## src/rtl/ostp_pkg.sv

```systemverilog
package ostp_pkg;

   // Pool size and slot index width; fixed by the 2-bit slot fields
   localparam int SLOTS  = 3;
   localparam int SLOT_W = 2;

   // Widest supported time count
   localparam int MAX_TIME_BITS = 64;

   // Request codes
   localparam logic [1:0] REQ_INSERT = 2'd0;
   localparam logic [1:0] REQ_DELETE = 2'd1;
   localparam logic [1:0] REQ_CLEAR  = 2'd2;
   localparam logic [1:0] REQ_TICK   = 2'd3;

   // Result kinds
   localparam logic [1:0] KIND_INSERTED = 2'd0;
   localparam logic [1:0] KIND_FULL     = 2'd1;
   localparam logic [1:0] KIND_EXPIRED  = 2'd2;

   typedef enum logic [1:0] {
      ST_IDLE,
      ST_INSERT,
      ST_SCAN,
      ST_EMIT
   } state_type;

   // Controller to datapath
   typedef struct packed {
      logic accept;
      logic insert;
      logic scan;
      logic emit;
   } cmd_type;

   // Datapath to controller
   typedef struct packed {
      logic out_free;
      logic scan_last;
      logic emit_any;
      logic emit_final;
   } stat_type;

endpackage

```

## src/rtl/ostp_req_if.sv

```systemverilog
interface ostp_req_if;
   logic        valid;
   logic        ready;
   logic [1:0]  req_type;
   logic [31:0] duration;
   logic [15:0] user_value;
   logic [1:0]  handler_id;
   logic [1:0]  slot_index;
   logic [47:0] now_time;

   modport source (output valid, req_type, duration, user_value, handler_id, slot_index,
                   now_time, input ready);
   modport sink (input valid, req_type, duration, user_value, handler_id, slot_index,
                 now_time, output ready);
endinterface

```

## src/rtl/ostp_rsp_if.sv

```systemverilog
interface ostp_rsp_if;
   logic        valid;
   logic        ready;
   logic [1:0]  kind;
   logic [1:0]  slot_out;
   logic [15:0] value_out;
   logic [1:0]  handler_out;
   logic        last;

   modport source (output valid, kind, slot_out, value_out, handler_out, last,
                   input ready);
   modport sink (input valid, kind, slot_out, value_out, handler_out, last,
                 output ready);
endinterface

```

## src/rtl/ostp_ctrl.sv

```systemverilog
module ostp_ctrl (
   input  logic               clock,
   input  logic               reset,
   input  logic               req_valid,
   input  logic [1:0]         req_type,
   output logic               req_ready,
   input  ostp_pkg::stat_type stat,
   output ostp_pkg::cmd_type  cmd
);

   ostp_pkg::state_type state_ff, state_in;

   // State register
   always_ff @(posedge clock) begin
      if (reset) begin
         state_ff <= ostp_pkg::ST_IDLE;
      end else begin
         state_ff <= state_in;
      end
   end

   // Next state
   always_comb begin
      state_in = state_ff;
      case (state_ff)
         ostp_pkg::ST_IDLE: begin
            if (req_valid) begin
               case (req_type)
                  ostp_pkg::REQ_INSERT: state_in = ostp_pkg::ST_INSERT;
                  ostp_pkg::REQ_TICK:   state_in = ostp_pkg::ST_SCAN;
                  default:              state_in = ostp_pkg::ST_IDLE;
               endcase
            end
         end
         ostp_pkg::ST_INSERT: begin
            if (stat.out_free) state_in = ostp_pkg::ST_IDLE;
         end
         ostp_pkg::ST_SCAN: begin
            if (stat.scan_last) state_in = ostp_pkg::ST_EMIT;
         end
         ostp_pkg::ST_EMIT: begin
            if (!stat.emit_any) begin
               state_in = ostp_pkg::ST_IDLE;
            end else if (stat.out_free && stat.emit_final) begin
               state_in = ostp_pkg::ST_IDLE;
            end
         end
         default: state_in = ostp_pkg::ST_IDLE;
      endcase
   end

   // Outputs
   always_comb begin
      req_ready  = 1'b0;
      cmd        = '0;
      case (state_ff)
         ostp_pkg::ST_IDLE: begin
            req_ready  = 1'b1;
            cmd.accept = req_valid;
         end
         ostp_pkg::ST_INSERT: cmd.insert = stat.out_free;
         ostp_pkg::ST_SCAN:   cmd.scan   = 1'b1;
         ostp_pkg::ST_EMIT:   cmd.emit   = stat.emit_any & stat.out_free;
         default: begin
            req_ready = 1'b0;
         end
      endcase
   end

endmodule

```

## src/rtl/ostp_datapath.sv

```systemverilog
module ostp_datapath #(
   parameter int TIME_BITS = 48
) (
   input  logic               clock,
   input  logic               reset,
   input  ostp_pkg::cmd_type  cmd,
   output ostp_pkg::stat_type stat,
   // request fields
   input  logic [1:0]         req_type,
   input  logic [31:0]        duration,
   input  logic [15:0]        user_value,
   input  logic [1:0]         handler_id,
   input  logic [1:0]         slot_index,
   input  logic [47:0]        now_time,
   // result register
   output logic               rsp_valid,
   input  logic               rsp_ready,
   output logic [1:0]         kind,
   output logic [1:0]         slot_out,
   output logic [15:0]        value_out,
   output logic [1:0]         handler_out,
   output logic               last
);

   localparam int SLOTS  = ostp_pkg::SLOTS;
   localparam int SLOT_W = ostp_pkg::SLOT_W;
   localparam logic [SLOT_W-1:0] LAST_SLOT = SLOT_W'(SLOTS - 1);
   localparam logic [TIME_BITS-1:0] TIME_MAX = {TIME_BITS{1'b1}};

   // Slot storage
   logic [SLOTS-1:0]     active_ff, active_in;
   logic [TIME_BITS-1:0] deadline_ff [SLOTS];
   logic [15:0]          value_ff    [SLOTS];
   logic [1:0]           handler_ff  [SLOTS];
   logic [TIME_BITS-1:0] cur_time_ff, cur_time_in;

   // Held insert fields
   logic [31:0] dur_ff;
   logic [15:0] val_ff;
   logic [1:0]  hnd_ff;

   // Tick scan state
   logic [SLOT_W-1:0] scan_idx_ff, scan_idx_in;
   logic [SLOTS-1:0]  emit_mask_ff, emit_mask_in;

   // Result register
   logic              rsp_valid_ff, rsp_valid_in;
   logic [1:0]        kind_ff, kind_in;
   logic [SLOT_W-1:0] slot_ff, slot_in;
   logic [15:0]       rval_ff, rval_in;
   logic [1:0]        rhnd_ff, rhnd_in;
   logic              last_ff, last_in;

   logic [ostp_pkg::MAX_TIME_BITS-1:0] now_wide;
   logic [TIME_BITS:0]   sum;
   logic [TIME_BITS-1:0] new_deadline;
   logic                 free_found;
   logic [SLOT_W-1:0]    free_idx;
   logic [SLOT_W-1:0]    emit_idx;
   logic [SLOTS-1:0]     emit_rest;
   logic                 out_free;
   logic                 due;

   assign now_wide = {{(ostp_pkg::MAX_TIME_BITS - 48){1'b0}}, now_time};
   assign out_free = !rsp_valid_ff || rsp_ready;

   // Saturating deadline
   always_comb begin
      sum = {1'b0, cur_time_ff} + {{(TIME_BITS - 31){1'b0}}, dur_ff};
      new_deadline = sum[TIME_BITS] ? TIME_MAX : sum[TIME_BITS-1:0];
   end

   // Lowest free slot
   always_comb begin
      free_found = 1'b0;
      free_idx   = '0;
      for (int i = SLOTS - 1; i >= 0; i--) begin
         if (!active_ff[i]) begin
            free_found = 1'b1;
            free_idx   = SLOT_W'(i);
         end
      end
   end

   // Lowest pending expiry and what stays after it
   always_comb begin
      emit_idx = '0;
      for (int i = SLOTS - 1; i >= 0; i--) begin
         if (emit_mask_ff[i]) emit_idx = SLOT_W'(i);
      end
      emit_rest = emit_mask_ff;
      emit_rest[emit_idx] = 1'b0;
   end

   assign due = active_ff[scan_idx_ff] && (deadline_ff[scan_idx_ff] <= cur_time_ff);

   // Control-state next values
   always_comb begin
      active_in    = active_ff;
      cur_time_in  = cur_time_ff;
      scan_idx_in  = scan_idx_ff;
      emit_mask_in = emit_mask_ff;
      rsp_valid_in = rsp_valid_ff;
      kind_in      = kind_ff;
      slot_in      = slot_ff;
      rval_in      = rval_ff;
      rhnd_in      = rhnd_ff;
      last_in      = last_ff;

      if (rsp_ready) rsp_valid_in = 1'b0;

      // Delete, clear and time load happen on the transfer itself
      if (cmd.accept) begin
         case (req_type)
            ostp_pkg::REQ_DELETE: begin
               if (slot_index <= LAST_SLOT) active_in[slot_index] = 1'b0;
            end
            ostp_pkg::REQ_CLEAR: active_in = '0;
            ostp_pkg::REQ_TICK: begin
               cur_time_in  = now_wide[TIME_BITS-1:0];
               scan_idx_in  = '0;
               emit_mask_in = '0;
            end
            default: begin
               active_in = active_ff;
            end
         endcase
      end

      if (cmd.insert) begin
         rsp_valid_in = 1'b1;
         rval_in      = '0;
         rhnd_in      = '0;
         last_in      = 1'b1;
         if (free_found) begin
            active_in[free_idx] = 1'b1;
            kind_in = ostp_pkg::KIND_INSERTED;
            slot_in = free_idx;
         end else begin
            kind_in = ostp_pkg::KIND_FULL;
            slot_in = '0;
         end
      end

      // One slot compared per cycle
      if (cmd.scan) begin
         if (due) begin
            active_in[scan_idx_ff] = 1'b0;
            if (handler_ff[scan_idx_ff] != 2'd0) emit_mask_in[scan_idx_ff] = 1'b1;
         end
         if (scan_idx_ff != LAST_SLOT) scan_idx_in = scan_idx_ff + 1'b1;
      end

      // One expiry result per cycle while the result register is free, in slot order
      if (cmd.emit) begin
         rsp_valid_in = 1'b1;
         kind_in      = ostp_pkg::KIND_EXPIRED;
         slot_in      = emit_idx;
         rval_in      = value_ff[emit_idx];
         rhnd_in      = handler_ff[emit_idx];
         last_in      = (emit_rest == '0);
         emit_mask_in = emit_rest;
      end
   end

   // Control registers
   always_ff @(posedge clock) begin
      if (reset) begin
         active_ff    <= '0;
         cur_time_ff  <= '0;
         scan_idx_ff  <= '0;
         emit_mask_ff <= '0;
         rsp_valid_ff <= 1'b0;
      end else begin
         active_ff    <= active_in;
         cur_time_ff  <= cur_time_in;
         scan_idx_ff  <= scan_idx_in;
         emit_mask_ff <= emit_mask_in;
         rsp_valid_ff <= rsp_valid_in;
      end
   end

   // Payload registers
   always_ff @(posedge clock) begin
      kind_ff <= kind_in;
      slot_ff <= slot_in;
      rval_ff <= rval_in;
      rhnd_ff <= rhnd_in;
      last_ff <= last_in;
      if (cmd.accept) begin
         dur_ff <= duration;
         val_ff <= user_value;
         hnd_ff <= handler_id;
      end
      if (cmd.insert && free_found) begin
         deadline_ff[free_idx] <= new_deadline;
         value_ff[free_idx]    <= val_ff;
         handler_ff[free_idx]  <= hnd_ff;
      end
   end

   assign stat.out_free   = out_free;
   assign stat.scan_last  = (scan_idx_ff == LAST_SLOT);
   assign stat.emit_any   = (emit_mask_ff != '0);
   assign stat.emit_final = (emit_rest == '0);

   assign rsp_valid   = rsp_valid_ff;
   assign kind        = kind_ff;
   assign slot_out    = slot_ff;
   assign value_out   = rval_ff;
   assign handler_out = rhnd_ff;
   assign last        = last_ff;

endmodule

```

## src/rtl/one_shot_timer_pool.sv

```systemverilog
// Pool of one-shot timers kept against a time base that tick requests load.
// req_chan takes insert, delete, clear-all and tick requests; rsp_chan returns
// insert grants, pool-full refusals and expiry results, each with a last flag.
// One request is worked at a time; req_chan.ready is high only while idle.
// Delete and clear-all finish on the transfer cycle and return no result.
// Insert: the grant or refusal is written to the output register once it is
// free, and the pool is ready again as it is written.
// Tick: the new time is loaded on the transfer, then the slot compare unit
// checks one slot per cycle, then due timers with a handler are reported one
// per cycle in slot order while the receiver does not stall.
// Results sit in a single output register; while the receiver stalls, the
// pending request holds in its state until the register frees.
// Synchronous reset frees every slot, zeroes the current time and drops any
// pending result.
module one_shot_timer_pool #(
   parameter int TIME_BITS = 48
) (
   input logic        clock,
   input logic        reset,
   ostp_req_if.sink   req_chan,
   ostp_rsp_if.source rsp_chan
);

   ostp_pkg::cmd_type  cmd;
   ostp_pkg::stat_type stat;

   ostp_ctrl u_ctrl (
      .clock     (clock),
      .reset     (reset),
      .req_valid (req_chan.valid),
      .req_type  (req_chan.req_type),
      .req_ready (req_chan.ready),
      .stat      (stat),
      .cmd       (cmd)
   );

   ostp_datapath #(
      .TIME_BITS (TIME_BITS)
   ) u_datapath (
      .clock       (clock),
      .reset       (reset),
      .cmd         (cmd),
      .stat        (stat),
      .req_type    (req_chan.req_type),
      .duration    (req_chan.duration),
      .user_value  (req_chan.user_value),
      .handler_id  (req_chan.handler_id),
      .slot_index  (req_chan.slot_index),
      .now_time    (req_chan.now_time),
      .rsp_valid   (rsp_chan.valid),
      .rsp_ready   (rsp_chan.ready),
      .kind        (rsp_chan.kind),
      .slot_out    (rsp_chan.slot_out),
      .value_out   (rsp_chan.value_out),
      .handler_out (rsp_chan.handler_out),
      .last        (rsp_chan.last)
   );

endmodule

```

## src/flat_wrapper.sv

```systemverilog
// flat-port wrapper written by rule: the top's interface ports become plain ports
module one_shot_timer_pool_flat 
#(
   parameter int TIME_BITS = 48
)
  (clock, reset, req_chan_valid, req_chan_req_type, req_chan_duration, req_chan_user_value, req_chan_handler_id, req_chan_slot_index, req_chan_now_time, req_chan_ready, rsp_chan_valid, rsp_chan_kind, rsp_chan_slot_out, rsp_chan_value_out, rsp_chan_handler_out, rsp_chan_last, rsp_chan_ready);
  ostp_req_if req_chan_i ();
  ostp_rsp_if rsp_chan_i ();
  input logic clock;
  input logic reset;
  input wire logic [$bits(req_chan_i.valid)-1:0] req_chan_valid;
  input wire logic [$bits(req_chan_i.req_type)-1:0] req_chan_req_type;
  input wire logic [$bits(req_chan_i.duration)-1:0] req_chan_duration;
  input wire logic [$bits(req_chan_i.user_value)-1:0] req_chan_user_value;
  input wire logic [$bits(req_chan_i.handler_id)-1:0] req_chan_handler_id;
  input wire logic [$bits(req_chan_i.slot_index)-1:0] req_chan_slot_index;
  input wire logic [$bits(req_chan_i.now_time)-1:0] req_chan_now_time;
  output wire logic [$bits(req_chan_i.ready)-1:0] req_chan_ready;
  output wire logic [$bits(rsp_chan_i.valid)-1:0] rsp_chan_valid;
  output wire logic [$bits(rsp_chan_i.kind)-1:0] rsp_chan_kind;
  output wire logic [$bits(rsp_chan_i.slot_out)-1:0] rsp_chan_slot_out;
  output wire logic [$bits(rsp_chan_i.value_out)-1:0] rsp_chan_value_out;
  output wire logic [$bits(rsp_chan_i.handler_out)-1:0] rsp_chan_handler_out;
  output wire logic [$bits(rsp_chan_i.last)-1:0] rsp_chan_last;
  input wire logic [$bits(rsp_chan_i.ready)-1:0] rsp_chan_ready;
  assign req_chan_i.valid = req_chan_valid;
  assign req_chan_i.req_type = req_chan_req_type;
  assign req_chan_i.duration = req_chan_duration;
  assign req_chan_i.user_value = req_chan_user_value;
  assign req_chan_i.handler_id = req_chan_handler_id;
  assign req_chan_i.slot_index = req_chan_slot_index;
  assign req_chan_i.now_time = req_chan_now_time;
  assign req_chan_ready = req_chan_i.ready;
  assign rsp_chan_valid = rsp_chan_i.valid;
  assign rsp_chan_kind = rsp_chan_i.kind;
  assign rsp_chan_slot_out = rsp_chan_i.slot_out;
  assign rsp_chan_value_out = rsp_chan_i.value_out;
  assign rsp_chan_handler_out = rsp_chan_i.handler_out;
  assign rsp_chan_last = rsp_chan_i.last;
  assign rsp_chan_i.ready = rsp_chan_ready;
  one_shot_timer_pool #(.TIME_BITS(TIME_BITS)) u_core (.clock(clock), .reset(reset), .req_chan(req_chan_i), .rsp_chan(rsp_chan_i));
endmodule
```

## config.mk

```make
export PLATFORM = sky130hd
export DESIGN_NAME = one_shot_timer_pool_flat
export DESIGN_NICKNAME = d
export VERILOG_FILES = /design/src/rtl/ostp_pkg.sv /design/src/rtl/ostp_req_if.sv /design/src/rtl/ostp_rsp_if.sv /design/src/rtl/ostp_ctrl.sv /design/src/rtl/ostp_datapath.sv /design/src/rtl/one_shot_timer_pool.sv /design/src/flat_wrapper.sv
export SDC_FILE = /design/constraint.sdc
export NUM_CORES = 1
export LEC_CHECK = 0
export ABC_CLOCK_PERIOD_IN_PS = 12100
export BUFFER_PORTS_ARGS = -buffer_cell sky130_fd_sc_hd__buf_4
export CAP_MARGIN = 25
export CORE_UTILIZATION = 40
export CTS_BUF_LIST = sky130_fd_sc_hd__clkbuf_8
export CTS_CLUSTER_DIAMETER = 60
export DETAILED_ROUTE_END_ITERATION = 12
export PLACE_DENSITY = 0.57
export REMOVE_ABC_BUFFERS = 1
export SLEW_MARGIN = 10
export SYNTH_ARGS = -nofsm -noshare
export SYNTH_HDL_FRONTEND = slang
export SYNTH_SLANG_ARGS = --single-unit
```

## constraint.sdc

```tcl
create_clock -name clock -period 12.1 [get_ports clock]
set_input_delay 2.42 -clock clock [delete_from_list [all_inputs] [get_ports clock]]
set_output_delay 2.42 -clock clock [all_outputs]
set_load 0.02 [all_outputs]
```

==> results of run 1 <==
## state kept, by name, summed over array words and instances, names as in the netlist, 2 cells and up, named ones only
register and flops:
u_core.u_datapath.cur_time_ff 48, u_core.u_datapath.active_ff 3, u_core.u_datapath.hnd_ff 2, u_core.u_datapath.kind 2, u_core.u_datapath.deadline_ff 144, u_core.u_ctrl.state_ff 2, u_core.u_datapath.dur_ff 32, u_core.u_datapath.val_ff 16
u_core.u_datapath.slot_out 2, u_core.u_datapath.value_out 16, u_core.u_datapath.handler_ff 6, u_core.u_datapath.value_ff 48, u_core.u_datapath.emit_mask_ff 3, u_core.u_datapath.handler_out 2
## cells by family after synthesis
group / after synthesis
compound gates: 317
xor+xnor: 26
fa+ha+maj: 84
buf+inv: 120
flops: 330
mux: 71
simple gates: 379
## cell usage after synthesis, types with 12 or more instances
cell type | n | area, sq um
o21ai_0 | 76 | 380
a31oi_1 | 12 | 75.1
ha_1 | 83 | 1040
a21oi_1 | 117 | 586
clkbuf_1 | 41 | 154
a211oi_1 | 22 | 165
buf_2 | 12 | 60.1
nor2_1 | 56 | 210
inv_1 | 59 | 221
nor3_1 | 15 | 75.1
nand2_1 | 222 | 833
edfxtp_1 | 269 | 8080
a21o_1 | 38 | 285
xnor2_1 | 15 | 131
dfxtp_1 | 61 | 1220
mux2i_1 | 71 | 711
nand4_1 | 21 | 131
## power by group
part	internal (W)	leakage, nW	switching, W
Clock	0.000558	0.672	0.000439
Sequential	0.00126	3.01	0.0000166
Combinational	0.0000806	2.97	0.000109
Total	0.00190	6.66	0.000565
## worst register-to-register path, delay by kind of cell (launching register included)
family	cells	cell delay, ns
compound gates	8	1.63
mux	1	0.27
buf+inv	1	0.70
simple gates	1	0.37
flops	1	0.70
fa+ha+maj	1	0.33
## through the flow
stage                     utilization [%]  std cells
after CTS                            47.7       2022
after global placement               44.6       1916
after detailed placement             44.7       1917
final                                47.9       2024
after floorplan                         -       1266
after global routing                 47.9       2024
## metal layers
| metal | up-vias | track usage, % | share of wire, % |
|---|---|---|---|
| met4 | 0 | 6.26 | 2.6 |
| met1 | 4804 | 23.4 | 46 |
| met5 | - | 0 | 0 |
| met2 | 240 | 28.9 | 46 |
| met3 | 67 | 3.24 | 5.1 |
| li1 | 5146 | - | - |
## cell usage in the layout (no fill, tap or decap), types with 4 or more instances in the layout
| cell type | n |
|---|---|
| o21a_1 | 5 |
| o211ai_1 | 4 |
| nor2b_1 | 4 |
| a21o_1 | 38 |
| a31oi_1 | 12 |
| o21ai_0 | 76 |
| a211o_1 | 4 |
| clkinv_1 | 7 |
| xnor2_1 | 15 |
| or3_1 | 5 |
| nand4_1 | 21 |
| and3_1 | 6 |
| nand2_1 | 221 |
| inv_1 | 81 |
| ha_1 | 83 |
| buf_4 | 139 |
| o21bai_1 | 4 |
| and2_1 | 8 |
| clkinv_2 | 7 |
| nand3_1 | 11 |
| mux2i_1 | 71 |
| or2_2 | 4 |
| nor2_1 | 54 |
| a211oi_1 | 22 |
| dfxtp_1 | 59 |
| o21ai_1 | 5 |
| a21oi_1 | 117 |
| xor2_1 | 11 |
| nor3_1 | 14 |
| clkbuf_8 | 66 |
| nand2b_1 | 9 |
| edfxtp_1 | 269 |
## area by class of cell
class / count / share of cell area, %
multi-input cells: 877 / 31.2
clock buffers: 66 / 5.03
repair buffers: 142 / 6.23
well taps: 511 / 3.54
clock inverters: 39 / 1.29
flip-flops and latches: 330 / 51.5
inverters: 59 / 1.23
## worst max path at each step
stage / start / to / slack (ns) / cells after the start
global placement: rsp_chan_ready / u_core.u_datapath.value_out[11]$_SDFFCE_PN0P_ / 7.36 / 6
floorplan: rsp_chan_ready / u_core.u_datapath.deadline_ff[2][0]$_DFFE_PP_ / 3.98 / 4
CTS: flip-flop / u_core.u_datapath.emit_mask_ff[2]$_SDFF_PP0_ / 7.88 / 12
detailed placement: rsp_chan_ready / u_core.u_datapath.value_out[11]$_SDFFCE_PN0P_ / 7.31 / 6
finish: rsp_chan_ready / u_core.u_datapath.value_out[11]$_SDFFCE_PN0P_ / 7.97 / 6
global route: flip-flop / u_core.u_datapath.emit_mask_ff[2]$_SDFF_PP0_ / 7.62 / 12
==> key figures, run 1 <==
Clock network
  • Clock Latency Late Sink: 0.59 ns
  • CTS tree: built
  • Buffers from clock root to sink, at most: 3
  • Root Driver: clkbuf_8
  • Clk pin slew, worst setup/hold paths: 0.06 ns
  • Num CTS Buffers: 57
  • Sink Count: 330
  • H-tree levels: 2
  • # hold bufs at CTS: 0
  • Cts repair resizes: 0
  • Setup Fix Bufs, Post-CTS: 0

Critical path
  • Crit start category: input port
  • Family with the most delay on the worst path: simple AND/OR/NAND/NOR gates
  • CP max FO: 23
  • Crit path top cell by count: nand2_1
  • WP data required: 12.21 ns
  • Buffer and inverter count on the worst path: 1
  • Max incr delay on CP: 0.75 ns
  • Worst reg2reg path depth: 12
  • Setup crit end kind: flip-flop
  • CP max-delay cell: nand2_1
  • R2r endpoint: u_core.u_datapath.emit_mask_ff[2]$_SDFF_PP0_
  • Critical path type: input port to flip-flop
  • Critical path arrival: 4.25 ns
  • Critical path, cell by cell: buf_4 -> nand2b_1 -> nand2_1 -> nor2_1 -> nand2_1 -> nand2_1
  • Worst R2R Setup Slack: 7.99 ns

STA
  • Fin. Hold Viols: 0
  • Final setup TNS: 0 ns
  • Max-slew violations: 0
  • Max-Slew Margin vs Limit: 31.3%
  • Final setup violation count: 0
  • Slew @ Worst Pin: 1.03 ns
  • Hold Worst Slack: 0.457 ns
  • RSZ-0062 raised after global routing: no
  • PnR worst setup slack: 7.97 ns
  • Final cycle utilization of the critical path: 34.2%
  • Fin crit period: 4.13 ns
  • Clock skew: 0.0268 ns
  • Fmax: 242 MHz

Floorplanning
  • Die H: 198 um
  • Core footprint: 0.0378 sq mm
  • Die W: 198 um
  • Die area: 0.0393 sq mm
  • I/O pins: 131
  • Initial core utilization: 40.8%
  • Row count: 71

Route
  • Routed Antenna Nets: 0
  • Vias per cell: 5.07
  • DRT iter0 DRCs: 529
  • Wirelength per Cell: 17.1 um
  • Total Wirelength: 34,500 um
  • Drt first pass iters: 5
  • Via count: 10,300
  • DRC: 0

Synth
  • Main combinational cell family by area after synthesis: compound AO/OA/AOI/OAI gates
  • Top_reg_cell synth: edfxtp_1
  • Asr flop ratio synth: 0%
  • Mapped Cells: 1,327
  • Synth Area in Simple Gates: 10.8%
  • Synth cell types: 61
  • Synth Register Bits: 330
  • Mapped Area: 0.0154 sq mm
  • Xor/xnor share of the synthesized area: 1.48%
  • Post-synth EDFFs: 269
  • Synth Area in Compound Gates: 12.7%
  • Mux contribution to synthesized area: 4.62%
  • Mean Syn Cell Area: 11.6 sq um
  • Post-synthesis adder-cell area fraction: 6.88%
  • Warnings, synthesis: 0
  • Sequential area share after synthesis: 60.4%

Hold path
  • Hold Path Depth: 2
  • WHS Endpoint: u_core.u_datapath.kind[1]$_SDFFE_PP1P_
  • Hold_sp: u_core.u_datapath.kind[1]$_SDFFE_PP1P_
  • Hold WC Path Type: flip-flop to flip-flop

Place
  • Pre-CTS WS: 7.31 ns
  • Port bufs: 130
  • Placed cell areas: 0.0169 sq mm
  • Routability cong.: 0.835
  • DP HPWL: 22,800 um

Finish
  • Share of layout cells above drive strength 1: 16.3%
  • Design area: 0.0181 sq mm
  • Filler cells: 3,480
  • Multi-input gate area: 0.00564 sq mm
  • FF/Latch Area: 0.00930 sq mm
  • Antenna diodes: 0
  • Area delta synth->final: 17.5%
  • Net count, final: 1,657

Global routing
  • Vias in the first global route: 10,000
  • First-pass GRT wire length: 53,600 um
  • GRT Overall Usage: 17.7%
  • Pin count of the biggest net entering global routing: 69
  • Initial antenna violation count: 0
  • GRT overflow: 0

Job
  • Maximum capacitance violations: 0

Power and ir drop
  • Final Power: 0.00246 W
  • Power Dens Cells: 136 mW/mm^2
  • Worst vdd ir: 86.3 uV
  • LEAKAGE: 6.66 nW

Run status
  • Status: finished, final reports clean
(Power assumes the default switching activity.)
==> run 2, diff against run 1 <==
--- a/config.mk
+++ b/config.mk
@@ -5,14 +5,14 @@
 export SDC_FILE = /design/constraint.sdc
 export NUM_CORES = 1
 export LEC_CHECK = 0
-export ABC_CLOCK_PERIOD_IN_PS = 12100
+export ABC_CLOCK_PERIOD_IN_PS = 3400
 export BUFFER_PORTS_ARGS = -buffer_cell sky130_fd_sc_hd__buf_4
 export CAP_MARGIN = 25
 export CORE_UTILIZATION = 40
 export CTS_BUF_LIST = sky130_fd_sc_hd__clkbuf_8
 export CTS_CLUSTER_DIAMETER = 60
 export DETAILED_ROUTE_END_ITERATION = 12
-export PLACE_DENSITY = 0.57
+export PLACE_DENSITY = 0.59
 export REMOVE_ABC_BUFFERS = 1
 export SLEW_MARGIN = 10
 export SYNTH_ARGS = -nofsm -noshare
==> constraint.sdc (replaced) <==
create_clock -name clock -period 3.4 [get_ports clock]
set_input_delay 0.68 -clock clock [delete_from_list [all_inputs] [get_ports clock]]
set_output_delay 0.68 -clock clock [all_outputs]
set_load 0.02 [all_outputs]
==> key figures, run 2 (synthesized netlist as in run 1, its figures left out) <==
Route
  • DRT iter0 DRCs: 615 (+16%)
  • DRC: 0 (unchanged)
  • Total Wirelength: 35,800 um (+3.6%)
  • Routed Antenna Nets: 0 (unchanged)
  • Via count: 10,500 (+2.1%)
  • Vias per cell: 5.10 (+0.66%)
  • Drt first pass iters: 5 (unchanged)
  • Wirelength per Cell: 17.4 um (+2.1%)

Finish
  • Net count, final: 1,688 (+1.9%)
  • Design area: 0.0183 sq mm (+1.5%)
  • Share of layout cells above drive strength 1: 17.8% (+1.5 points)
  • Area delta synth->final: 19.2%
  • Filler cells: 3,429 (-1.5%)
  • Regs by FF count: u_core.u_datapath.deadline_ff x144, u_core.u_datapath.cur_time_ff x48, u_core.u_datapath.value_ff x48
  • Most frequent cells in the layout: 269 x edfxtp_1, 221 x nand2_1, 166 x buf_4
  • Max reg flops: 144 (unchanged)
  • Final Util: 48.6% (+0.70 points)
  • Reg with most FFs: u_core.u_datapath.deadline_ff
  • Antenna diodes: 0 (unchanged)
  • Most common cell after layout, fill and taps aside: edfxtp_1

Place
  • Routability cong.: 0.845 (+1.3%)
  • Pre-CTS WS: 0.120 ns (-7.19 ns)
  • Port bufs: 130 (unchanged)
  • DP HPWL: 24,500 um (+7.5%)
  • Placed cell areas: 0.0171 sq mm (+1.6%)

Critical path
  • Setup crit end kind: flip-flop
  • Crit start category: flip-flop
  • CP max FO: 10 (-57%)
  • Critical path type: flip-flop to flip-flop
  • Critical path arrival: 3.58 ns (-0.67 ns)
  • CP Launch Point: u_core.u_datapath.dur_ff[0]$_DFFE_PP_
  • Worst R2R Start: u_core.u_datapath.dur_ff[0]$_DFFE_PP_
  • WP data required: 3.80 ns (-8.41 ns)

Power and ir drop
  • Worst vdd ir: 332 uV (+280%)
  • LEAKAGE: 6.81 nW (+2.2%)
  • P_sw: 0.00205 W (+260%)
  • Switching share of power: 23.4% (+0.51 points)
  • Power Dens Cells: 478 mW/mm^2 (+250%)
  • Comb power frac: 8.0% (+0.3 points)
  • Clock power frac: 40.2% (-0.3 points)
  • Sequential power share: 51.8% (about the same)
  • Cell internal pwr: 0.00671 W (+250%)

STA
  • Max-Slew Margin vs Limit: 49.2% (+18 points)
  • Final setup violation count: 0 (unchanged)
  • Fin crit period: 3.18 ns
  • Clock skew: 0.0270 ns (+0.000201 ns)
  • Fmax: 315 MHz
  • Fin. Hold Viols: 0 (unchanged)
  • Max-slew violations: 0 (unchanged)
  • Slew @ Worst Pin: 0.762 ns (-0.268 ns)
  • Final cycle utilization of the critical path: 93.4%
  • PnR worst setup slack: 0.224 ns (-7.74 ns)

Clock network
  • Sink Count: 330 (unchanged)
  • Root Driver: clkbuf_8
  • Buffers from clock root to sink, at most: 3 (unchanged)
  • Num CTS Buffers: 55 (-3.5%)
  • CTS tree: built
  • H-tree levels: 2 (unchanged)
  • Clock Latency Late Sink: 0.64 ns (+0.05 ns)
  • Clk pin slew, worst setup/hold paths: 0.07 ns (about the same)

Job
  • Maximum capacitance violations: 0 (unchanged)

Global routing
  • Pin count of the biggest net entering global routing: 61 (-12%)
  • Vias in the first global route: 10,300 (+2.9%)
  • GRT overflow: 0 (unchanged)
  • First-pass GRT wire length: 55,700 um (+3.9%)
  • Initial antenna violation count: 0 (unchanged)
  • GRT Overall Usage: 18.5% (+0.80 points)

Floorplanning
  • Core footprint: 0.0378 sq mm (unchanged)
  • Die area: 0.0393 sq mm (unchanged)
  • Die W: 198 um (unchanged)
  • I/O pins: 131 (unchanged)
  • Die H: 198 um (unchanged)
  • Row count: 71 (unchanged)
  • Initial core utilization: 40.8% (unchanged)

Run status
  • Status: finished, final reports clean

Hold path
  • Hold_sp: req_chan_handler_id[0]
  • Hold WC Path Type: input port to flip-flop
run 2: cell count changes in the layout (fill, tap and decap cells not counted), moves of 2 or more:
cell	change
inv_6	+2
dfxtp_2	-2
clkbuf_8	-10
inv_1	-2
buf_12	+9
buf_16	-3
clkinv_1	+4
dfxtp_4	+2
bufinv_16	+2
buf_4	+27
run 2: path summary, 6_finish.rpt:
path | cells after the start | slack (ns) | end
hold reg to reg | 2 | 0.47 | u_core.u_datapath.cur_time_ff[45]$_SDFFE_PP0P_
hold / removal | 1 | 0.21 | u_core.u_datapath.hnd_ff[0]$_DFFE_PP_
setup / recovery | 13 | 0.22 | u_core.u_datapath.deadline_ff[1][34]$_DFFE_PP_
setup reg to reg | 13 | 0.22 | u_core.u_datapath.deadline_ff[1][34]$_DFFE_PP_
run 2: metal layers:
layer | GRT usage (%) | vias to the layer above | share of wire [%]
li1 | - | 5217 | -
met1 | 23.9 | 4967 | 46
met2 | 30.9 | 226 | 47
met3 | 3.80 | 63 | 4.2
met4 | 6.09 | 0 | 2.3
met5 | 0 | - | 0
run 2: what timing repair did:
item | in CTS | in global routing
endpoints found under the setup margin | 0 | 6
hold buffers | 0 | 0
setup buffers | 0 | 12
hold endpoints to repair | 0 | 0
resized for setup | 0 | 3
run 2: power groups by stage:
stage               Combinational, W  Clock [W]  Sequential [W]
floorplan                   0.000412          0         0.00462
global placement            0.000683          0         0.00462
detailed placement          0.000696          0         0.00462
CTS                         0.000699    0.00362         0.00454
global route                0.000789    0.00380         0.00454
finish                      0.000705    0.00352         0.00453
run 2: layout make-up:
cell class	count	area [sq um]	share of cell area (%)
sequential	330	9310	50.8
multi-input combinational	877	5650	30.8
timing repair buffer	175	1430	7.78
clock buffer	56	771	4.20
tap	511	639	3.49
clock inverter	45	325	1.77
inverter	59	221	1.21
run 2: worst max-delay path: stages, from the launching register on:
cell and delay [ns]:
edfxtp_1 0.43, ha_1 0.22, inv_1 0.06, fa_1 0.39, nand2b_1 0.18, a21oi_1 0.29
o211ai_2 0.18, a211oi_2 0.22, buf_4 0.18, o21ai_2 0.08, nand2_1 0.11, buf_4 0.19
nor2_1 0.05, a311oi_1 0.35
run 2: stage by stage:
step | TNS [ns] | hold slack, ns | power, W | std cells
2_1_floorplan | -358.70 | 0.430 | 0.00503 | 1266
3_3_place_gp | 0 | 0.443 | 0.00530 | 1940
3_5_place_dp | 0 | 0.460 | 0.00532 | 1940
4_1_cts | 0 | 0.159 | 0.00886 | 2041
5_1_grt | -0.00512 | 0.162 | 0.00913 | 2053
6_report | 0 | 0.213 | 0.00876 | 2053
